<file path="config.mk">
export PLATFORM = sky130hd
export DESIGN_NAME = slot_allocator_free_stack_unit_flat
export DESIGN_NICKNAME = d
export VERILOG_FILES = /design/src/hdl/sas_pkg.sv /design/src/hdl/sas_ifs.sv /design/src/hdl/sas_ctrl.sv /design/src/hdl/sas_dp.sv /design/src/hdl/slot_allocator_free_stack_unit.sv /design/src/flat_wrapper.sv
export SDC_FILE = /design/constraint.sdc
export NUM_CORES = 2
export LEC_CHECK = 0
export BUFFER_PORTS_ARGS = -buffer_cell sky130_fd_sc_hd__buf_2
export CELL_PAD_IN_SITES_DETAIL_PLACEMENT = 1
export CELL_PAD_IN_SITES_GLOBAL_PLACEMENT = 1
export CORE_MARGIN = 3
export CORE_UTILIZATION = 57
export CTS_CLUSTER_DIAMETER = 120
export DETAILED_ROUTE_END_ITERATION = 6
export PLACE_DENSITY = 0.82
export SETUP_SLACK_MARGIN = 0.1
export SLEW_MARGIN = 20
export SYNTH_ARGS = -nofsm -noshare
export SYNTH_HDL_FRONTEND = slang
export SYNTH_SLANG_ARGS = --single-unit
</file>
<file path="constraint.sdc">
create_clock -name clk -period 9 [get_ports clk]
set_input_delay 1.8 -clock clk [delete_from_list [all_inputs] [get_ports clk]]
set_output_delay 1.8 -clock clk [all_outputs]
set_load 0.02 [all_outputs]
</file>
<file path="src/hdl/sas_pkg.sv">
// Shared types and constants for the slot allocator with free stack.
// No dependencies; every other file in hdl/ refers to this package.
package sas_pkg;

  localparam int CAPACITY = 256;
  localparam int IDX_W    = $clog2(CAPACITY);
  localparam int CNT_W    = IDX_W + 1;
  localparam int CFG_W    = 9;
  localparam logic [CFG_W-1:0] MAX_SLOTS_RST = CFG_W'(256);

  typedef enum logic [1:0] {
    ST_OK      = 2'd0,
    ST_NO_SLOT = 2'd1,
    ST_BAD     = 2'd2
  } status_t;

  typedef enum logic {
    REQ_ALLOC = 1'b0,
    REQ_FREE  = 1'b1
  } req_t;

  typedef enum logic {
    S_IDLE,
    S_EXEC
  } state_t;

  // controller -> datapath
  typedef struct packed {
    logic take;    // request transfer this cycle: latch payload
    logic commit;  // update counters/stack and load result register
  } cmd_t;

  // datapath -> controller
  typedef struct packed {
    logic out_busy;  // result register full and not being taken
  } stat_t;

endpackage

</file>
<file path="src/hdl/sas_ifs.sv">
// Channel interfaces: allocate/free requests, results, configuration write.
// Depends on sas_pkg for field widths.
interface sas_req_if;
  logic                     valid;
  logic                     ready;
  logic                     req_type;
  logic [sas_pkg::IDX_W-1:0] free_index;
  modport source (output valid, req_type, free_index, input ready);
  modport sink   (input valid, req_type, free_index, output ready);
endinterface

interface sas_rsp_if;
  logic                     valid;
  logic                     ready;
  logic [1:0]               status;
  logic [sas_pkg::IDX_W-1:0] slot_index;
  modport source (output valid, status, slot_index, input ready);
  modport sink   (input valid, status, slot_index, output ready);
endinterface

interface sas_cfg_if;
  logic                     valid;
  logic                     ready;
  logic [sas_pkg::CFG_W-1:0] data;
  modport source (output valid, data, input ready);
  modport sink   (input valid, data, output ready);
endinterface

</file>
<file path="src/hdl/sas_ctrl.sv">
// Controller FSM: accepts one request, then commits it once the result
// register can take the answer. Depends on sas_pkg.
module sas_ctrl (
  input  logic            clk,
  input  logic            rst,
  input  logic            in_valid,
  output logic            in_ready,
  input  sas_pkg::stat_t  stat,
  output sas_pkg::cmd_t   cmd
);

  sas_pkg::state_t state, state_next;

  always_ff @(posedge clk) begin
    if (rst) begin
      state <= sas_pkg::S_IDLE;
    end else begin
      state <= state_next;
    end
  end

  always_comb begin
    state_next = state;
    unique case (state)
      sas_pkg::S_IDLE: begin
        if (in_valid) state_next = sas_pkg::S_EXEC;
      end
      sas_pkg::S_EXEC: begin
        if (!stat.out_busy) state_next = sas_pkg::S_IDLE;
      end
      default: state_next = sas_pkg::S_IDLE;
    endcase
  end

  always_comb begin
    in_ready   = 1'b0;
    cmd.take   = 1'b0;
    cmd.commit = 1'b0;
    unique case (state)
      sas_pkg::S_IDLE: begin
        in_ready = 1'b1;
        cmd.take = in_valid;
      end
      sas_pkg::S_EXEC: begin
        cmd.commit = !stat.out_busy;
      end
      default: ;
    endcase
  end

endmodule

</file>
<file path="src/hdl/sas_dp.sv">
// Datapath: free stack memory, free/high-water counters, limit register,
// result register. Depends on sas_pkg.
module sas_dp (
  input  logic                       clk,
  input  logic                       rst,
  input  sas_pkg::cmd_t              cmd,
  output sas_pkg::stat_t             stat,
  input  logic                       in_req_type,
  input  logic [sas_pkg::IDX_W-1:0]  in_free_index,
  input  logic                       cfg_we,
  input  logic [sas_pkg::CFG_W-1:0]  cfg_data,
  output logic                       out_valid,
  input  logic                       out_ready,
  output logic [1:0]                 out_status,
  output logic [sas_pkg::IDX_W-1:0]  out_slot_index
);

  logic [sas_pkg::IDX_W-1:0] stack_mem [sas_pkg::CAPACITY];
  logic [sas_pkg::IDX_W-1:0] top_data;

  logic [sas_pkg::CFG_W-1:0] max_slots;
  logic [sas_pkg::CNT_W-1:0] free_count, free_count_next;
  logic [sas_pkg::CNT_W-1:0] next_unused, next_unused_next;
  logic                      req_type;
  logic [sas_pkg::IDX_W-1:0] free_index;

  logic [sas_pkg::CNT_W-1:0] lim;
  logic [sas_pkg::CNT_W-1:0] rd_addr;
  sas_pkg::status_t          res_status;
  logic [sas_pkg::IDX_W-1:0] res_slot;
  logic                      push;

  assign stat.out_busy = out_valid && !out_ready;

  // effective limit: min(max_slots, CAPACITY)
  always_comb begin
    if ({1'b0, max_slots} > (sas_pkg::CFG_W + 1)'(sas_pkg::CAPACITY)) begin
      lim = sas_pkg::CNT_W'(sas_pkg::CAPACITY);
    end else begin
      lim = sas_pkg::CNT_W'(max_slots);
    end
  end

  // top of stack is read while idle; counters are stable until the next commit
  assign rd_addr = free_count - sas_pkg::CNT_W'(1);

  always_ff @(posedge clk) begin
    if (push) begin
      stack_mem[free_count[sas_pkg::IDX_W-1:0]] <= free_index;
    end
    if (cmd.take) begin
      top_data <= stack_mem[rd_addr[sas_pkg::IDX_W-1:0]];
    end
  end

  always_comb begin
    res_status       = sas_pkg::ST_OK;
    res_slot         = '0;
    push             = 1'b0;
    free_count_next  = free_count;
    next_unused_next = next_unused;
    if (req_type == sas_pkg::REQ_ALLOC) begin
      if (free_count != '0 && free_count <= sas_pkg::CNT_W'(sas_pkg::CAPACITY)) begin
        free_count_next = free_count - sas_pkg::CNT_W'(1);
        res_slot        = top_data;
      end else if (next_unused < lim) begin
        res_slot         = next_unused[sas_pkg::IDX_W-1:0];
        next_unused_next = next_unused + sas_pkg::CNT_W'(1);
      end else begin
        res_status = sas_pkg::ST_NO_SLOT;
      end
    end else begin
      if ({1'b0, free_index} >= lim || free_count >= lim) begin
        res_status = sas_pkg::ST_BAD;
      end else begin
        push            = cmd.commit;
        free_count_next = free_count + sas_pkg::CNT_W'(1);
      end
    end
  end

  always_ff @(posedge clk) begin
    if (rst) begin
      max_slots   <= sas_pkg::MAX_SLOTS_RST;
      free_count  <= '0;
      next_unused <= '0;
      out_valid   <= 1'b0;
    end else begin
      if (cfg_we) max_slots <= cfg_data;
      if (cmd.commit) begin
        free_count  <= free_count_next;
        next_unused <= next_unused_next;
        out_valid   <= 1'b1;
      end else if (out_ready) begin
        out_valid <= 1'b0;
      end
    end
  end

  always_ff @(posedge clk) begin
    if (cmd.take) begin
      req_type   <= in_req_type;
      free_index <= in_free_index;
    end
    if (cmd.commit) begin
      out_status     <= res_status;
      out_slot_index <= res_slot;
    end
  end

endmodule

</file>
<file path="src/hdl/slot_allocator_free_stack_unit.sv">
// Top level of the slot allocator: controller plus datapath.
// Depends on sas_pkg, sas_ifs (channel interfaces), sas_ctrl, sas_dp.
//
//   channel  modport  payload                    role
//   req      sink     req_type, free_index       allocate or free request
//   rsp      source   status, slot_index         one result per request
//   cfg      sink     data (max_slots)           limit register write
//
// Each request has an accept cycle that reads the stack top from the
// registered memory port, then a commit cycle that updates the counters
// and loads the result register. A waiting result stalls the commit only;
// the next request is taken as soon as the commit is done.
// Synchronous reset: counters cleared, limit 256; no memory clearing pass.
module slot_allocator_free_stack_unit (
  input logic       clk,
  input logic       rst,
  sas_req_if.sink   req,
  sas_rsp_if.source rsp,
  sas_cfg_if.sink   cfg
);

  sas_pkg::cmd_t  cmd;
  sas_pkg::stat_t stat;

  assign cfg.ready = 1'b1;

  sas_ctrl u_ctrl (
    .clk      (clk),
    .rst      (rst),
    .in_valid (req.valid),
    .in_ready (req.ready),
    .stat     (stat),
    .cmd      (cmd)
  );

  sas_dp u_dp (
    .clk            (clk),
    .rst            (rst),
    .cmd            (cmd),
    .stat           (stat),
    .in_req_type    (req.req_type),
    .in_free_index  (req.free_index),
    .cfg_we         (cfg.valid && cfg.ready),
    .cfg_data       (cfg.data),
    .out_valid      (rsp.valid),
    .out_ready      (rsp.ready),
    .out_status     (rsp.status),
    .out_slot_index (rsp.slot_index)
  );

  a_commit_shows: assert property (@(posedge clk) disable iff (rst)
    cmd.commit |=> rsp.valid)
    else $error("result not presented after commit");

  a_busy_after_take: assert property (@(posedge clk) disable iff (rst)
    (req.valid && req.ready) |=> !req.ready)
    else $error("request taken while previous one in flight");

  a_fail_zero: assert property (@(posedge clk) disable iff (rst)
    (rsp.valid && rsp.status != sas_pkg::ST_OK) |-> rsp.slot_index == '0)
    else $error("nonzero slot index on non-ok result");

  a_no_overwrite: assert property (@(posedge clk) disable iff (rst)
    (rsp.valid && !rsp.ready) |-> !cmd.commit)
    else $error("result register overwritten while waiting");

endmodule
</file>
<file path="src/flat_wrapper.sv">
// flat-port wrapper written by rule: the top's interface ports become plain ports
module slot_allocator_free_stack_unit_flat 
  (clk, rst, req_valid, req_req_type, req_free_index, req_ready, rsp_valid, rsp_status, rsp_slot_index, rsp_ready, cfg_valid, cfg_data, cfg_ready);
  sas_req_if req_i ();
  sas_rsp_if rsp_i ();
  sas_cfg_if cfg_i ();
  input logic clk;
  input logic rst;
  input wire logic [$bits(req_i.valid)-1:0] req_valid;
  input wire logic [$bits(req_i.req_type)-1:0] req_req_type;
  input wire logic [$bits(req_i.free_index)-1:0] req_free_index;
  output wire logic [$bits(req_i.ready)-1:0] req_ready;
  output wire logic [$bits(rsp_i.valid)-1:0] rsp_valid;
  output wire logic [$bits(rsp_i.status)-1:0] rsp_status;
  output wire logic [$bits(rsp_i.slot_index)-1:0] rsp_slot_index;
  input wire logic [$bits(rsp_i.ready)-1:0] rsp_ready;
  input wire logic [$bits(cfg_i.valid)-1:0] cfg_valid;
  input wire logic [$bits(cfg_i.data)-1:0] cfg_data;
  output wire logic [$bits(cfg_i.ready)-1:0] cfg_ready;
  assign req_i.valid = req_valid;
  assign req_i.req_type = req_req_type;
  assign req_i.free_index = req_free_index;
  assign req_ready = req_i.ready;
  assign rsp_valid = rsp_i.valid;
  assign rsp_status = rsp_i.status;
  assign rsp_slot_index = rsp_i.slot_index;
  assign rsp_i.ready = rsp_ready;
  assign cfg_i.valid = cfg_valid;
  assign cfg_i.data = cfg_data;
  assign cfg_ready = cfg_i.ready;
  slot_allocator_free_stack_unit u_core (.clk(clk), .rst(rst), .req(req_i), .rsp(rsp_i), .cfg(cfg_i));
endmodule
</file>
==> run_results.csv <==
group,metric,value,unit
drt,drtIter0Drc,5720,
sta,fin_skew,0.0326,ns
drt,drt-pass1-iter-count,5,
die,start_util,57.7,%
worst_hold_path,hold_path.class,"flip-flop to flip-flop",
sta,setup_viol,0,
synthesis,synth_seq_cells,2104,
die,die_area,148000,sq um
synthesis,synth.yosys.seq_area_share,76.7,%
clocking,cts_buffers,198,
global_routing,grt_antenna_before_repair,6,
setup_path,crit_chain,"buf_4 > ha_1 > a21o_1 > a21oi_1 > o221ai_1 > o21bai_1 > or3_1 > nor2_2 > nand3_4 > nor2_1",
clocking,cts_root_buf,"clkbuf_16",
clocking,post_cts_buffers,0,
synthesis,syn_area,82000,sq um
setup_path,worstSetupStartpoint,"u_core.u_dp.free_index[6]",
synthesis,syn_nets,3696,
die,io_pins,36,
sta,worstMarginPinSlew,1.26,ns
die,coreArea,142000,sq um
synthesis,synth_top_area_share,76.0,%
drt,viasPerCell,6.92,
synthesis,ys.flop_type,"edfxtp_1",
synthesis,yosysWarnings,0,
sta,slew_violations,0,
setup_path,crit_path_max_fanout,82,
placed_design,finalWeightedCongestion,0.814,
clocking,hold_buffers,0,
synthesis,syn_inst,3643,
synthesis,avgSynthCellArea,22.5,sq um
outcome,status,"complete, no violations",
power,vdd.ir_drop.worst,0.217,mV
global_routing,grt_usage,29.3,%
die,dieWidth,385,um
final_layout,area_delta_synth_final,10.5,%
setup_path,critPathRequiredTime,9.42,ns
power,p_per_area,250,nW/um^2
setup_path,worst_path_max_delay_cell,"nor2_1",
final_layout,post-route-util,63.7,%
setup_path,critical_path_class,"flip-flop to flip-flop",
clocking,clock_latency,0.83,ns
synthesis,synth_area_leader_cell,"edfxtp_1",
final_layout,drive_above_1_share,26.1,%
power,p_leak,27.0,nW
sta,hold_violations,0,
synthesis,synth_cell_types,42,
clocking,cts_resized,0,
final_layout,layout_common_cells,"2,075 x edfxtp_1, 640 x mux4_2, 292 x nor2_1",
sta,tns,0,ns
synthesis,async_reset_ff_share,0,%
drt,vias,40000,
setup_path,critPathMaxStageDelay,1.15,ns
sta,fin_crit_sh,62.3,%
drt,wire_per_inst,36.7,um
sta,rsz0062_at_grt,"no",
drt,drc_errors,0,
sta,relSlewSlack,15.9,%
global_routing,grt_pass1_wl,310,mm
clocking,htree_levels,4,
final_layout,layout_commonest_cell,"edfxtp_1",
clocking,clk_pin_slew,0.07,ns
global_routing,grt_overflow,0,
setup_path,cpLargestDelayFamily,"simple AND/OR/NAND/NOR gates",
final_layout,nNetsFinal,3779,
setup_path,crit_path_start_kind,"flip-flop",
setup_path,critPathArrivalTime,6.03,ns
die,rows,138,
synthesis,synth_edf_count,2075,
worst_hold_path,holdCritStartpoint,"u_core.u_dp.max_slots[5]",
drt,routed_wl,212,mm
run,cap_violations,0,
clocking,cts.sinks,2104,
placed_design,port-buffer-count,34,
setup_path,crit_buf_inv,1,
clocking,cts_tree,"yes",
sta,max_freq,0.178,GHz
global_routing,grt_max_degree,213,
setup_path,r2r_start,"u_core.u_dp.free_index[6]",
global_routing,grt_pass1_vias,41600,
drt,ant_nets,0,
die,die_h,385,um
placed_design,hpwl,122,mm
clocking,clk_path_buf_depth,3,
synthesis,ys_top_cells_by_area,"edfxtp_1 76%, mux4_2 18%, nor2_1 1.4%, dfxtp_1 0.71%, clkbuf_1 0.54%",
setup_path,cp-end-kind,"flip-flop",
sta,min_period,5.61,ns
[tightest hold or removal path: cells and delay by family (launching register included)]
family	cells	cell delay, ns
mux	1	0.07
flops	1	0.33
simple gates	1	0.07
[power breakdown]
| group | total (W) | leakage, nW | internal [W] | switching [W] |
|---|---|---|---|---|
| clock | 0.00834 | 3.10 | 0.00474 | 0.00359 |
| sequential | 0.0109 | 18.9 | 0.0108 | 0.0000531 |
| combinational | 0.00337 | 5.03 | 0.00136 | 0.00201 |
| total | 0.0226 | 27.0 | 0.0169 | 0.00566 |
[layer usage]
layer  vias to the layer above  share of wire [%]  wire length [um]  global-route usage, %
met2                      2797                 50            105000                   46.7
met1                     21200                 36             76700                   40.2
met5                         -             0.0061                13                      0
met3                       477                9.8             20800                   6.45
li1                      15500                  -                 -                      -
met4                         2                4.5              9510                   11.8
[through the flow]
step                instance area (sq um)  cells  hold slack (ns)  power, W  setup slack (ns)
global placement                    84100   5413            0.479    0.0143              3.39
global route                        90500   5770            0.549    0.0232              3.30
floorplan                           82000   3643            0.452    0.0133              2.67
detailed placement                  84100   5413            0.494    0.0144              3.21
CTS                                 90400   5767            0.513    0.0226              3.44
finish                              90600   5775            0.509    0.0226              3.39
[registers in the layout (all words and copies together) (netlist names)]
| signal | count |
|---|---|
| u_core.u_dp.free_count | 9 |
| u_core.u_dp.req_type | 1 |
| u_core.u_dp.max_slots | 9 |
| u_core.u_dp.out_status | 2 |
| u_core.u_dp.free_index | 8 |
| u_core.u_dp.out_valid | 1 |
| u_core.u_ctrl.state | 1 |
| u_core.u_dp.top_data | 8 |
| u_core.u_dp.stack_mem | 2048 |
| u_core.u_dp.out_slot_index | 8 |
| u_core.u_dp.next_unused | 9 |
[synthesized netlist by cell type, types with 12 or more instances]
library cell  instances
a221oi_1             17
buf_2                44
nand2_1             116
clkbuf_1            119
nor2_1              297
edfxtp_1           2075
xnor2_1              13
and2_1               15
buf_1                15
mux4_2              640
a22oi_1              48
dfxtp_1              29
a21oi_1              16
inv_1                13
a22o_1               16
buf_6                14
nand3_1              14
ha_1                 30
buf_4                12
[logic make-up after synthesis]
logic type / after synthesis / synth area share (%)
buffers and inverters: 218 / 1.25
multiplexers: 651 / 17.7
other: 1 / 0.00457
AO/OA/AOI/OAI: 130 / 1.19
XOR/XNOR: 21 / 0.224
flip-flops: 2104 / 76.7
AND/OR/NAND/NOR: 488 / 2.44
adder cells (fa/ha/maj): 30 / 0.458
[path summary, 6_finish.rpt]
check | slack [ns] | to | cells after the start
min | 0.51 | u_core.u_dp.max_slots[5] | 2
min reg2reg | 0.51 | u_core.u_dp.max_slots[5] | 2
max | 3.39 | u_core.u_dp.stack_mem[18][0] | 10
max reg2reg | 3.39 | u_core.u_dp.stack_mem[18][0] | 10
[area by class of cell]
type	instances	area (sq um)
inverter	14	52.6
timing repair buffer	87	768
clock inverter	105	1030
clock buffer	249	5300
antenna	5	12.5
multi-input combinational	1321	18100
fill	11100	51500
tap	1890	2360
sequential	2104	62900
No activity file was read; power rests on OpenSTA's default activity.
